[config.mk]
export PLATFORM = sky130hd
export DESIGN_NAME = utf8_sentence_boundary_finder_unit
export DESIGN_NICKNAME = d
export VERILOG_FILES = /design/src/hdl/usbf_pkg.sv /design/src/hdl/usbf_front.sv /design/src/hdl/usbf_queue.sv /design/src/hdl/usbf_back.sv /design/src/hdl/utf8_sentence_boundary_finder_unit.sv
export SDC_FILE = /design/constraint.sdc
export NUM_CORES = 1
export LEC_CHECK = 0
export ABC_AREA = 1
export BUFFER_PORTS_ARGS = -buffer_cell sky130_fd_sc_hd__buf_2
export CORE_MARGIN = 5
export CORE_UTILIZATION = 57
export CTS_BUF_LIST = sky130_fd_sc_hd__clkbuf_8 sky130_fd_sc_hd__clkbuf_16
export DETAILED_ROUTE_END_ITERATION = 7
export GPL_ROUTABILITY_DRIVEN = 0
export GPL_TIMING_DRIVEN = 0
export PLACE_DENSITY = 0.76
export SYNTH_ARGS = -nofsm -noshare
export SYNTH_HDL_FRONTEND = slang
export SYNTH_SLANG_ARGS = --single-unit
export TNS_END_PERCENT = 10
[constraint.sdc]
create_clock -name clk -period 7.6 [get_ports clk]
set_input_delay 0.38 -clock clk [delete_from_list [all_inputs] [get_ports clk]]
set_output_delay 0.38 -clock clk [all_outputs]
set_load 0.01 [all_outputs]
[src/hdl/usbf_pkg.sv]
// ----------------------------------------------------------------------------
// usbf_pkg
// shared types, class codes and the code point classifier
// ----------------------------------------------------------------------------
package usbf_pkg;

  localparam int OUT_BITS = 24;

  typedef enum logic [3:0] {
    CL_OTHER   = 4'd0,
    CL_CR      = 4'd1,
    CL_LF      = 4'd2,
    CL_SEP     = 4'd3,
    CL_EXTEND  = 4'd4,
    CL_FORMAT  = 4'd5,
    CL_SP      = 4'd6,
    CL_LOWER   = 4'd7,
    CL_UPPER   = 4'd8,
    CL_OLETTER = 4'd9,
    CL_ATERM   = 4'd10,
    CL_STERM   = 4'd11,
    CL_CLOSE   = 4'd12
  } cls_t;

  typedef enum logic [1:0] {
    AN_NONE  = 2'd0,
    AN_ATERM = 2'd1,
    AN_STERM = 2'd2
  } anchor_t;

  // one decoded item between the front and the back
  typedef struct packed {
    logic        is_end;
    logic [20:0] cp;
    logic [2:0]  used;
    logic        last;
  } token_t;

  typedef struct packed {
    logic [OUT_BITS-1:0] offset;
    logic                is_end;
    logic                last;
  } res_t;

  function automatic logic rng(input logic [20:0] v, input logic [20:0] lo,
                               input logic [20:0] hi);
    return (v >= lo) && (v <= hi);
  endfunction

  function automatic cls_t class_of(input logic [20:0] v);
    cls_t c;
    c = CL_OTHER;
    if (v == 21'h0d) c = CL_CR;
    else if (v == 21'h0a) c = CL_LF;
    else if (v == 21'h0b || v == 21'h0c || v == 21'h85 || rng(v, 21'h2028, 21'h2029))
      c = CL_SEP;
    else if (v == 21'h20) c = CL_SP;
    else if (v == 21'h2e || v == 21'h2024 || v == 21'hfe52 || v == 21'hff0e) c = CL_ATERM;
    else if (v == 21'h21 || v == 21'h3f || v == 21'h3002 || v == 21'hff01 ||
             v == 21'hff1f) c = CL_STERM;
    else if (v == 21'h29 || v == 21'h5d || v == 21'h7d || v == 21'h27 || v == 21'h22 ||
             v == 21'hbb || v == 21'h2019 || v == 21'h201d) c = CL_CLOSE;
    else if (v == 21'h200c || v == 21'h200d || rng(v, 21'h300, 21'h36f) ||
             rng(v, 21'h1ab0, 21'h1aff) || rng(v, 21'h1dc0, 21'h1dff) ||
             rng(v, 21'h20d0, 21'h20ff) || rng(v, 21'hfe00, 21'hfe0f)) c = CL_EXTEND;
    else if (v == 21'had || v == 21'h61c || rng(v, 21'h200e, 21'h200f) ||
             rng(v, 21'h202a, 21'h202e) || rng(v, 21'h2060, 21'h2064) ||
             v == 21'hfeff) c = CL_FORMAT;
    else if (rng(v, 21'h61, 21'h7a) || rng(v, 21'he0, 21'hf6) || rng(v, 21'hf8, 21'hff))
      c = CL_LOWER;
    else if (rng(v, 21'h41, 21'h5a) || rng(v, 21'hc0, 21'hd6) || rng(v, 21'hd8, 21'hde))
      c = CL_UPPER;
    else if (rng(v, 21'h370, 21'h52f) || rng(v, 21'h531, 21'h1fff) ||
             rng(v, 21'h3040, 21'h30ff) || rng(v, 21'h3400, 21'h9fff) ||
             rng(v, 21'hac00, 21'hd7af) || rng(v, 21'hf900, 21'hfaff) ||
             rng(v, 21'h10000, 21'h10ffff)) c = CL_OLETTER;
    return c;
  endfunction

endpackage

[src/hdl/usbf_front.sv]
// ----------------------------------------------------------------------------
// usbf_front
// byte buffer and utf-8 decoder, one token per cycle while the token queue has room
// ----------------------------------------------------------------------------
module usbf_front (
  input  logic            clk,
  input  logic            rst_n,
  input  logic            in_valid,
  output logic            in_stall,
  input  logic [7:0]      in_text_byte,
  input  logic            in_final_byte,
  output logic            tok_valid,
  input  logic            tok_full,
  output usbf_pkg::token_t tok
);
  import usbf_pkg::*;

  logic [7:0] pend_r [4];
  logic [7:0] pend_nxt [4];
  logic [2:0] cnt_r, cnt_nxt;
  logic       fin_r, fin_nxt;

  function automatic logic [2:0] lead_len(input logic [7:0] b);
    logic [2:0] l;
    l = 3'd1;
    if (b >= 8'hc2 && b <= 8'hdf) l = 3'd2;
    else if (b >= 8'he0 && b <= 8'hef) l = 3'd3;
    else if (b >= 8'hf0 && b <= 8'hf4) l = 3'd4;
    return l;
  endfunction

  function automatic logic can_dec(input logic [7:0] b0, input logic [2:0] n,
                                   input logic fin);
    logic [2:0] l;
    l = lead_len(b0);
    return (n != 3'd0) && ((l == 3'd1) || (n >= l) || fin);
  endfunction

  logic       dec, end_pend, accept, step;
  logic [2:0] len, used;
  logic [20:0] v, cp;
  logic       ok;

  assign dec      = can_dec(pend_r[0], cnt_r, fin_r);
  assign end_pend = fin_r && (cnt_r == 3'd0);
  assign in_stall = dec || end_pend;
  assign accept   = in_valid && !in_stall;
  assign step     = (dec || end_pend) && !tok_full;
  assign len      = lead_len(pend_r[0]);

  always_comb begin
    v  = 21'd0;
    ok = 1'b1;
    case (len)
      3'd2: begin
        v  = {10'd0, pend_r[0][4:0], pend_r[1][5:0]};
        ok = (pend_r[1][7:6] == 2'b10);
      end
      3'd3: begin
        v  = {5'd0, pend_r[0][3:0], pend_r[1][5:0], pend_r[2][5:0]};
        ok = (pend_r[1][7:6] == 2'b10) && (pend_r[2][7:6] == 2'b10);
      end
      3'd4: begin
        v  = {pend_r[0][2:0], pend_r[1][5:0], pend_r[2][5:0], pend_r[3][5:0]};
        ok = (pend_r[1][7:6] == 2'b10) && (pend_r[2][7:6] == 2'b10) &&
             (pend_r[3][7:6] == 2'b10);
      end
      default: begin
        v  = 21'd0;
        ok = 1'b0;
      end
    endcase
    // surrogates are rejected, 21 bits cover everything else above range
    ok = ok && (v <= 21'h10ffff) && !((v >= 21'hd800) && (v <= 21'hdfff));
    if (len != 3'd1 && cnt_r >= len && ok) begin
      cp   = v;
      used = len;
    end else begin
      cp   = {13'd0, pend_r[0]};
      used = 3'd1;
    end
  end

  always_comb begin
    pend_nxt = pend_r;
    cnt_nxt  = cnt_r;
    fin_nxt  = fin_r;
    tok      = '0;
    tok_valid = 1'b0;
    if (step && dec) begin
      case (used)
        3'd1: begin
          pend_nxt[0] = pend_r[1];
          pend_nxt[1] = pend_r[2];
          pend_nxt[2] = pend_r[3];
        end
        3'd2: begin
          pend_nxt[0] = pend_r[2];
          pend_nxt[1] = pend_r[3];
        end
        3'd3: pend_nxt[0] = pend_r[3];
        default: pend_nxt[0] = pend_r[0];
      endcase
      cnt_nxt   = cnt_r - used;
      tok_valid = 1'b1;
      tok.is_end = 1'b0;
      tok.cp    = cp;
      tok.used  = used;
      tok.last  = !fin_r && !can_dec(pend_nxt[0], cnt_nxt, 1'b0);
    end else if (step && end_pend) begin
      tok_valid  = 1'b1;
      tok.is_end = 1'b1;
      tok.last   = 1'b1;
      fin_nxt    = 1'b0;
    end else if (accept) begin
      pend_nxt[cnt_r[1:0]] = in_text_byte;
      cnt_nxt = cnt_r + 3'd1;
      fin_nxt = in_final_byte;
    end
  end

  always_ff @(posedge clk) begin
    if (!rst_n) begin
      cnt_r <= 3'd0;
      fin_r <= 1'b0;
    end else begin
      cnt_r <= cnt_nxt;
      fin_r <= fin_nxt;
    end
    pend_r <= pend_nxt;
  end

endmodule

[src/hdl/usbf_queue.sv]
// ----------------------------------------------------------------------------
// usbf_queue
// two-entry token queue between decoder and boundary logic
// ----------------------------------------------------------------------------
module usbf_queue (
  input  logic             clk,
  input  logic             rst_n,
  input  logic             wr_en,
  input  usbf_pkg::token_t wr_tok,
  output logic             full,
  output logic             rd_valid,
  input  logic             rd_en,
  output usbf_pkg::token_t rd_tok
);
  import usbf_pkg::*;

  token_t     mem_r [2];
  logic       wp_r, rp_r;
  logic [1:0] cnt_r;

  assign full     = (cnt_r == 2'd2);
  assign rd_valid = (cnt_r != 2'd0);
  assign rd_tok   = mem_r[rp_r];

  always_ff @(posedge clk) begin
    if (!rst_n) begin
      wp_r  <= 1'b0;
      rp_r  <= 1'b0;
      cnt_r <= 2'd0;
    end else begin
      if (wr_en) wp_r <= !wp_r;
      if (rd_en) rp_r <= !rp_r;
      cnt_r <= cnt_r + {1'b0, wr_en} - {1'b0, rd_en};
    end
    if (wr_en) mem_r[wp_r] <= wr_tok;
  end

endmodule

[src/hdl/usbf_back.sv]
// ----------------------------------------------------------------------------
// usbf_back
// sentence break rules, offset tracking and result queue
// ----------------------------------------------------------------------------
module usbf_back #(
  parameter int OFFSET_BITS = 24
) (
  input  logic             clk,
  input  logic             rst_n,
  input  logic [2:0]       limit,
  input  logic             tok_valid,
  input  usbf_pkg::token_t tok,
  output logic             tok_take,
  output logic             out_valid,
  input  logic             out_stall,
  output usbf_pkg::res_t   res
);
  import usbf_pkg::*;

  logic [OFFSET_BITS-1:0] pos_r, pos_nxt, lem_r, lem_nxt;
  cls_t    prev_r, prev_nxt;
  anchor_t anc_r, anc_nxt;
  logic [2:0] run_r, run_nxt, wbt_r, wbt_nxt;
  logic    seen_r, seen_nxt;
  logic    hv_r, hv_nxt, hend_r, hend_nxt;
  logic [OUT_BITS-1:0] hoff_r, hoff_nxt;

  res_t       q_r [2];
  logic       qw_r, qr_r;
  logic [1:0] qc_r;

  cls_t c;
  logic letter, skip, brk, emit;
  logic [OUT_BITS-1:0] off_out;
  logic [47:0] pos_ext;
  logic [OFFSET_BITS:0] sum;
  logic push_a, push_b, pop;
  logic [2:0] need, room;
  res_t ra, rb;

  assign pos_ext = 48'(pos_r);
  assign off_out = pos_ext[OUT_BITS-1:0];
  assign c       = class_of(tok.cp);
  assign letter  = (c == CL_LOWER) || (c == CL_UPPER) || (c == CL_OLETTER);
  assign skip    = (c == CL_SP) || (c == CL_CLOSE) || (c == CL_EXTEND) || (c == CL_FORMAT);

  always_comb begin
    brk = 1'b0;
    if (prev_r == CL_CR && c == CL_LF) brk = 1'b0;
    else if (prev_r == CL_CR || prev_r == CL_LF || prev_r == CL_SEP) brk = 1'b1;
    else if (c == CL_EXTEND || c == CL_FORMAT) brk = 1'b0;
    else if (anc_r == AN_NONE || !letter) brk = 1'b0;
    else if (anc_r == AN_ATERM) brk = (wbt_r > limit) && (c != CL_LOWER);
    else brk = 1'b1;
  end

  assign emit = tok.is_end ? (!seen_r || pos_r != lem_r) : (!seen_r || brk);

  // a held result waits until it is known whether it closes its byte's run
  assign push_a = emit && hv_r;
  assign push_b = tok.last && (hv_r || emit);
  assign need   = {2'd0, push_a} + {2'd0, push_b};
  assign pop    = out_valid && !out_stall;
  assign room   = 3'd2 - {1'b0, qc_r} + {2'd0, pop};
  assign tok_take = tok_valid && (need <= room);

  assign ra.offset = hoff_r;
  assign ra.is_end = hend_r;
  assign ra.last   = 1'b0;
  assign rb.offset = emit ? off_out : hoff_r;
  assign rb.is_end = emit ? tok.is_end : hend_r;
  assign rb.last   = 1'b1;

  assign sum = {1'b0, pos_r} + (OFFSET_BITS + 1)'(tok.used);

  always_comb begin
    pos_nxt  = pos_r;
    lem_nxt  = lem_r;
    prev_nxt = prev_r;
    anc_nxt  = anc_r;
    run_nxt  = run_r;
    wbt_nxt  = wbt_r;
    seen_nxt = seen_r;
    hv_nxt   = hv_r;
    hend_nxt = hend_r;
    hoff_nxt = hoff_r;
    if (tok_take) begin
      if (emit) begin
        lem_nxt  = pos_r;
        hv_nxt   = 1'b1;
        hoff_nxt = off_out;
        hend_nxt = tok.is_end;
      end
      if (tok.last) hv_nxt = 1'b0;
      if (tok.is_end) begin
        pos_nxt  = '0;
        lem_nxt  = '0;
        prev_nxt = CL_OTHER;
        anc_nxt  = AN_NONE;
        run_nxt  = 3'd0;
        wbt_nxt  = 3'd0;
        seen_nxt = 1'b0;
      end else begin
        seen_nxt = 1'b1;
        if (c == CL_ATERM || c == CL_STERM) begin
          anc_nxt = (c == CL_ATERM) ? AN_ATERM : AN_STERM;
          wbt_nxt = run_r;
        end else if (!skip) begin
          anc_nxt = AN_NONE;
        end
        if (letter) run_nxt = (run_r == 3'd7) ? run_r : run_r + 3'd1;
        else run_nxt = 3'd0;
        prev_nxt = c;
        pos_nxt  = sum[OFFSET_BITS] ? '1 : sum[OFFSET_BITS-1:0];
      end
    end
  end

  assign out_valid = (qc_r != 2'd0);
  assign res       = q_r[qr_r];

  always_ff @(posedge clk) begin
    if (!rst_n) begin
      pos_r  <= '0;
      lem_r  <= '0;
      prev_r <= CL_OTHER;
      anc_r  <= AN_NONE;
      run_r  <= 3'd0;
      wbt_r  <= 3'd0;
      seen_r <= 1'b0;
      hv_r   <= 1'b0;
      qw_r   <= 1'b0;
      qr_r   <= 1'b0;
      qc_r   <= 2'd0;
    end else begin
      pos_r  <= pos_nxt;
      lem_r  <= lem_nxt;
      prev_r <= prev_nxt;
      anc_r  <= anc_nxt;
      run_r  <= run_nxt;
      wbt_r  <= wbt_nxt;
      seen_r <= seen_nxt;
      hv_r   <= hv_nxt;
      if (pop) qr_r <= !qr_r;
      if (tok_take) qw_r <= qw_r ^ (push_a ^ push_b);
      qc_r <= qc_r + (tok_take ? need[1:0] : 2'd0) - {1'b0, pop};
    end
    hend_r <= hend_nxt;
    hoff_r <= hoff_nxt;
    if (tok_take) begin
      if (push_a) q_r[qw_r] <= ra;
      if (push_b) q_r[push_a ? !qw_r : qw_r] <= rb;
    end
  end

endmodule

[src/hdl/utf8_sentence_boundary_finder_unit.sv]
// ----------------------------------------------------------------------------
// utf8_sentence_boundary_finder_unit
// utf-8 sentence boundary finder: decodes text bytes and reports the byte
// offsets of sentence boundaries
// ----------------------------------------------------------------------------
//  channel  | handshake              | payload
//  ---------+------------------------+--------------------------------------
//  input    | in_valid / in_stall    | in_text_byte, in_final_byte
//  result   | out_valid / out_stall  | out_boundary_offset, out_is_text_end,
//           |                        | out_last_of_run
//  config   | psel/penable/pwrite    | paddr, pwdata, prdata (short_word_limit)
//
// every byte is accepted while in_stall is low; each code point it releases
// is then decoded with in_stall high, and the final byte also releases an
// end marker
// the decoder makes one token per cycle while the token queue has room; the
// rule stage takes one per cycle as long as its two-entry result queue has room
// reset is synchronous, active low, and clears all control state
// a stalled result side backs up through the token queue into in_stall
module utf8_sentence_boundary_finder_unit #(
  parameter int OFFSET_BITS = 24
) (
  input  logic        clk,
  input  logic        rst_n,
  input  logic        in_valid,
  output logic        in_stall,
  input  logic [7:0]  in_text_byte,
  input  logic        in_final_byte,
  output logic        out_valid,
  input  logic        out_stall,
  output logic [23:0] out_boundary_offset,
  output logic        out_is_text_end,
  output logic        out_last_of_run,
  input  logic        psel,
  input  logic        penable,
  input  logic        pwrite,
  input  logic [2:0]  paddr,
  input  logic [31:0] pwdata,
  output logic [31:0] prdata,
  output logic        pready
);
  import usbf_pkg::*;

  logic [2:0] limit_r;
  logic       cfg_wr;

  // token path between decoder, queue and rule stage
  logic   f_valid, q_full, q_valid, q_take;
  token_t f_tok, q_tok;
  res_t   res;

  // register 0 at byte address 0; other addresses read as zero
  assign pready = 1'b1;
  assign cfg_wr = psel && penable && pwrite && (paddr == 3'd0);
  assign prdata = (paddr == 3'd0) ? {29'd0, limit_r} : 32'd0;

  always_ff @(posedge clk) begin
    if (!rst_n) begin
      limit_r <= 3'd2;
    end else if (cfg_wr) begin
      limit_r <= pwdata[2:0];
    end
  end

  usbf_front u_front (
    .clk           (clk),
    .rst_n         (rst_n),
    .in_valid      (in_valid),
    .in_stall      (in_stall),
    .in_text_byte  (in_text_byte),
    .in_final_byte (in_final_byte),
    .tok_valid     (f_valid),
    .tok_full      (q_full),
    .tok           (f_tok)
  );

  usbf_queue u_queue (
    .clk      (clk),
    .rst_n    (rst_n),
    .wr_en    (f_valid),
    .wr_tok   (f_tok),
    .full     (q_full),
    .rd_valid (q_valid),
    .rd_en    (q_take),
    .rd_tok   (q_tok)
  );

  usbf_back #(
    .OFFSET_BITS (OFFSET_BITS)
  ) u_back (
    .clk       (clk),
    .rst_n     (rst_n),
    .limit     (limit_r),
    .tok_valid (q_valid),
    .tok       (q_tok),
    .tok_take  (q_take),
    .out_valid (out_valid),
    .out_stall (out_stall),
    .res       (res)
  );

  assign out_boundary_offset = res.offset;
  assign out_is_text_end     = res.is_end;
  assign out_last_of_run     = res.last;

endmodule
==> results_dict.tcl <==
set metrics [dict create \
    p_total_uw 6670 \
    synth-seq-cells 240 \
    fp.coreArea_mm2 0.0258 \
    setup_violations 0 \
    yosys_warn_count 0 \
    clock_sinks 240 \
    largest_net_degree_at_the_start_of_global_routing 34 \
    grt_antenna_before_repair 0 \
    worst_slack_ps 624 \
    cts_tree "done" \
    remaining_drc_errors 1 \
    fp-row-count 59 \
    final_report_hold_violation_count 0 \
    hold_class "input port to register" \
    detail_route.vias_per_cell 5.74 \
    fmaxAchievable_mhz 143 \
    timing.clock.skew_ps 23.9 \
    route.vias.total 13762 \
    start_util 0.574 \
    placement.io_buffers 52 \
    critPathCaptureType "register" \
    cp_max_delay_cell "sky130_fd_sc_hd__clkinvlp_4" \
    inserted_clock_buffers 25 \
    timing.final.max_slew_violations 0 \
    clock_period_minus_final_worst_setup_slack_ps 6980 \
    average_wire_per_standard_cell_um 16.5 \
    arrival_worst_endpoint_ps 7390 \
    synthAdderAreaFrac 0.0264 \
    number_of_nets_in_the_layout 2127 \
    drive_above_1_share 0.115 \
    grt_overflow 0 \
    boundaryPins 112 \
    post_synth_num_cell_types 59 \
    area_growth_syn_to_layout_pct 11.3 \
    ant_nets 0 \
    post_synthesis_simple_gate_area_fraction 0.307 \
    reg2regPathDepth 37 \
    final_cell_area_mm2 0.0165 \
    syn_avg_cell_area_um2 7.63 \
    mappedNetlistArea_mm2 0.0148 \
    slowest_cell_delay_on_critical_path_ps 1030 \
    rel_slew_slack 0.166 \
    path_clk_slew_ps 70 \
    worstMarginPinSlew_ps 1240 \
    synth_compound_area_frac 0.0955 \
    grt_pass1_vias 12587 \
    power_switching_uw 3060 \
    swShare 0.459 \
    hold_buffers 0 \
    root_buffer "sky130_fd_sc_hd__clkbuf_16" \
    die_y_um 171 \
    clk-insertion-delay-late_ps 540 \
    die_w_um 171 \
    wl_um 39500 \
    n_antenna_cell 0 \
    share_clk_of_total_power 0.191 \
    drtPass1Iterations 8 \
    peakVddDrop_uv 221 \
    leakage_uw 0.00694 \
    fin_tns_setup_ps 0 \
    cp-endpoint "u_queue.cnt_r[1]" \
    ys_async_sr_fraction 0 \
    gr-usage-all-layers 0.263 \
    multi_input_area_mm2 0.00713 \
    placedCellCount 2354 \
    post_cts_buffers 0 \
    clock_path_buffers 3 \
    cellPowerDensity_mw_per_mm2 405 \
    status "complete, but fails checks" \
    floorplan.die_area_mm2 0.0293 \
    worst-setup-path-type "register to register" \
    synth_xor_xnor_area_share 0.0261 \
    cts.htree.levels 1 \
    dp_worst_setup_slack_ps 385 \
    detail_route.iter0.violations 1752 \
    r2r-end "u_queue.cnt_r[1]" \
    final-seq-area_mm2 0.00640 \
    max_cap_violations 0 \
    p_int_uw 3610 \
    crit_path_start_kind "register" \
    combPwrFrac 0.477 \
    synth_flop_type "sky130_fd_sc_hd__edfxtp_1" \
    syn-instance-count 1937 \
    filler_cell_count 2189 \
    final.period_utilization 0.918 \
    dp_hpwl_um 29400 \
    ff2ff_setup_slack_ps 620 \
    setup_repair_after_global_routing_missed_its_margin "false" \
    dominant_combinational_cell_family_by_area_after_synthesis "simple AND/OR/NAND/NOR gates" \
    edff_count_synth 159 \
    cp.required_ps 8010 \
    seq_area_frac_synth 0.433 \
    critical_path_peak_fanout 33 \
    placed_cell_area_mm2 0.0156 \
    pwr-share-seq 0.332 \
    fin_cells 2399 \
    synth.mux.area_fraction 0.0190 \
    timing.critical_path.mode_cell "sky130_fd_sc_hd__nand2_1" \
    violations "DRC" \
    grt_first_pass_wirelength_um 63300 \
]
worst min path at each step:
stage / slack [ps] / cells past startpoint / end / startpoint
finish: 50 / 1 / u_front.pend_r[6] / in_text_byte[6]
global route: 40 / 1 / u_front.pend_r[6] / in_text_byte[6]
CTS: 30 / 1 / u_front.pend_r[6] / in_text_byte[6]
detailed placement: 450 / 1 / register / u_queue.rp_r
global placement: 430 / 1 / u_queue.rp_r / u_queue.rp_r
floorplan: 420 / 2 / u_back.q_r[1][0] / u_back.q_r[1][0]
worst max-delay path, delay by kind of cell (launching register included):
kind	cells	cell delay, ps
xor+xnor	1	150
simple gates	20	2500
compound gates	5	1000
flops	1	310
fa+ha+maj	4	1330
buf+inv	7	1540
state kept, by name (all words and copies together) (netlist names), named ones only:
signal / cells
limit_r: 3
u_back.anc_r: 2
u_back.hend_r: 1
u_back.hoff_r: 24
u_back.hv_r: 1
u_back.lem_r: 24
u_back.off_out: 24
u_back.prev_r: 4
u_back.q_r: 52
u_back.qc_r: 2
u_back.qr_r: 1
u_back.qw_r: 1
u_back.run_r: 3
u_back.seen_r: 1
u_back.wbt_r: 3
u_front.cnt_r: 3
u_front.fin_r: 1
u_front.pend_r: 32
u_queue.cnt_r: 2
u_queue.mem_r: 52
u_queue.rp_r: 1
u_queue.wp_r: 1
cells in the mapped netlist (3+ instances only):
master                     number  share of area
sky130_fd_sc_hd__a211oi_1       8         0.0041
sky130_fd_sc_hd__a21oi_1       95          0.032
sky130_fd_sc_hd__a31oi_1        4         0.0017
sky130_fd_sc_hd__buf_1          3        0.00076
sky130_fd_sc_hd__buf_2         19         0.0064
sky130_fd_sc_hd__buf_4         38          0.019
sky130_fd_sc_hd__buf_6          7         0.0053
sky130_fd_sc_hd__clkbuf_1      48          0.012
sky130_fd_sc_hd__clkinv_1       5         0.0013
sky130_fd_sc_hd__dfxtp_1       81           0.11
sky130_fd_sc_hd__edfxtp_1     159           0.32
sky130_fd_sc_hd__ha_1          28          0.024
sky130_fd_sc_hd__inv_1        174          0.044
sky130_fd_sc_hd__inv_2          9         0.0023
sky130_fd_sc_hd__mux2_2        25          0.019
sky130_fd_sc_hd__nand2_1      562           0.14
sky130_fd_sc_hd__nand2_2       14         0.0059
sky130_fd_sc_hd__nand2_4        6         0.0046
sky130_fd_sc_hd__nand3_1      155          0.052
sky130_fd_sc_hd__nand4_1       61          0.026
sky130_fd_sc_hd__nor2_1       169          0.043
sky130_fd_sc_hd__nor2_2         6         0.0025
sky130_fd_sc_hd__nor2_4         8         0.0061
sky130_fd_sc_hd__nor3_1        34          0.012
sky130_fd_sc_hd__nor4_1         9         0.0038
sky130_fd_sc_hd__o211ai_1       3         0.0015
sky130_fd_sc_hd__o21ai_0       93          0.031
sky130_fd_sc_hd__o21ai_1        9         0.0030
sky130_fd_sc_hd__o221ai_1       4         0.0024
sky130_fd_sc_hd__o22ai_1       21         0.0089
sky130_fd_sc_hd__o311ai_0       3         0.0018
sky130_fd_sc_hd__or2_2          5         0.0021
sky130_fd_sc_hd__xnor2_1       16         0.0095
sky130_fd_sc_hd__xor2_1        28          0.017
timing repair:
| action | 4_1_cts | 5_1_grt |
|---|---|---|
| endpoints found under the setup margin | 0 | 2 |
| hold endpoints to repair | 0 | 0 |
| resized for setup | 0 | 1 |
stage by stage:
stage | utilization | hold WS, ps
CTS | 0.639 | 33.2
detailed placement | 0.606 | 451
global placement | 0.604 | 434
global route | 0.639 | 37.6
floorplan | - | 419
finish | 0.639 | 48.8
placed cells by master (no fill, tap or decap), types with 3 or more instances in the layout:
| cell type | netlist | routed |
|---|---|---|
| sky130_fd_sc_hd__nor2_2 | 6 | 8 |
| sky130_fd_sc_hd__xor2_1 | 28 | 28 |
| sky130_fd_sc_hd__nand3_1 | 155 | 155 |
| sky130_fd_sc_hd__buf_2 | 19 | 71 |
| sky130_fd_sc_hd__a211oi_1 | 8 | 8 |
| sky130_fd_sc_hd__o221ai_1 | 4 | 4 |
| sky130_fd_sc_hd__nand2_2 | 14 | 14 |
| sky130_fd_sc_hd__nand4_1 | 61 | 61 |
| sky130_fd_sc_hd__a21oi_1 | 95 | 95 |
| sky130_fd_sc_hd__conb_1 | 2 | 30 |
| sky130_fd_sc_hd__buf_1 | 3 | 3 |
| sky130_fd_sc_hd__clkbuf_16 | 0 | 25 |
| sky130_fd_sc_hd__inv_2 | 9 | 9 |
| sky130_fd_sc_hd__clkbuf_1 | 48 | 48 |
| sky130_fd_sc_hd__bufinv_16 | 0 | 5 |
| sky130_fd_sc_hd__edfxtp_1 | 159 | 159 |
| sky130_fd_sc_hd__nand2_4 | 6 | 6 |
| sky130_fd_sc_hd__nand2_1 | 562 | 562 |
| sky130_fd_sc_hd__inv_1 | 174 | 180 |
| sky130_fd_sc_hd__o21ai_0 | 93 | 93 |
| sky130_fd_sc_hd__o21ai_1 | 9 | 9 |
| sky130_fd_sc_hd__dfxtp_1 | 81 | 81 |
| sky130_fd_sc_hd__nor3_1 | 34 | 34 |
| sky130_fd_sc_hd__buf_6 | 7 | 7 |
| sky130_fd_sc_hd__nor2_1 | 169 | 167 |
| sky130_fd_sc_hd__ha_1 | 28 | 28 |
| sky130_fd_sc_hd__buf_4 | 38 | 38 |
| sky130_fd_sc_hd__nor4_1 | 9 | 9 |
| sky130_fd_sc_hd__o211ai_1 | 3 | 3 |
| sky130_fd_sc_hd__clkinv_1 | 5 | 10 |
| sky130_fd_sc_hd__o22ai_1 | 21 | 21 |
| sky130_fd_sc_hd__xnor2_1 | 16 | 16 |
| sky130_fd_sc_hd__o311ai_0 | 3 | 3 |
| sky130_fd_sc_hd__mux2_2 | 25 | 25 |
| sky130_fd_sc_hd__or2_2 | 5 | 5 |
| sky130_fd_sc_hd__a31oi_1 | 4 | 4 |
| sky130_fd_sc_hd__nor2_4 | 8 | 8 |
power groups by stage:
stage | combinational, uW | sequential (uW) | clock, uW
floorplan | 2220 | 2160 | 0
global placement | 2990 | 2220 | 0
detailed placement | 3080 | 2230 | 0
CTS | 3100 | 2210 | 1280
global route | 3480 | 2250 | 1340
finish | 3180 | 2210 | 1280
per-layer routing:
| layer | global-route usage | part of all wire | vias to the layer above |
|---|---|---|---|
| met5 | 0 | 0 | - |
| met4 | 0.0699 | 0.026 | 0 |
| met3 | 0.0469 | 0.11 | 100 |
| met2 | 0.426 | 0.45 | 797 |
| met1 | 0.367 | 0.41 | 6242 |
| li1 | - | - | 6623 |
layout make-up:
cell class,count,share of cell area
repair buffers,54,0.0176
clock inverters,20,0.0138
flip-flops and latches,240,0.389
clock buffers,25,0.0380
multi-input cells,1420,0.433
inverters,190,0.0438
well taps,335,0.0255
plain buffers,115,0.0395
cell families (layout without fill, tap and decap cells):
family | after synthesis | count (layout)
fa+ha+maj | 30 | 30
flops | 240 | 240
compound gates | 254 | 254
buf+inv | 305 | 404
simple gates | 1037 | 1037
mux | 25 | 25
xor+xnor | 44 | 44
other cells | 2 | 30
Note: power is estimated with default switching activity, not from simulation.
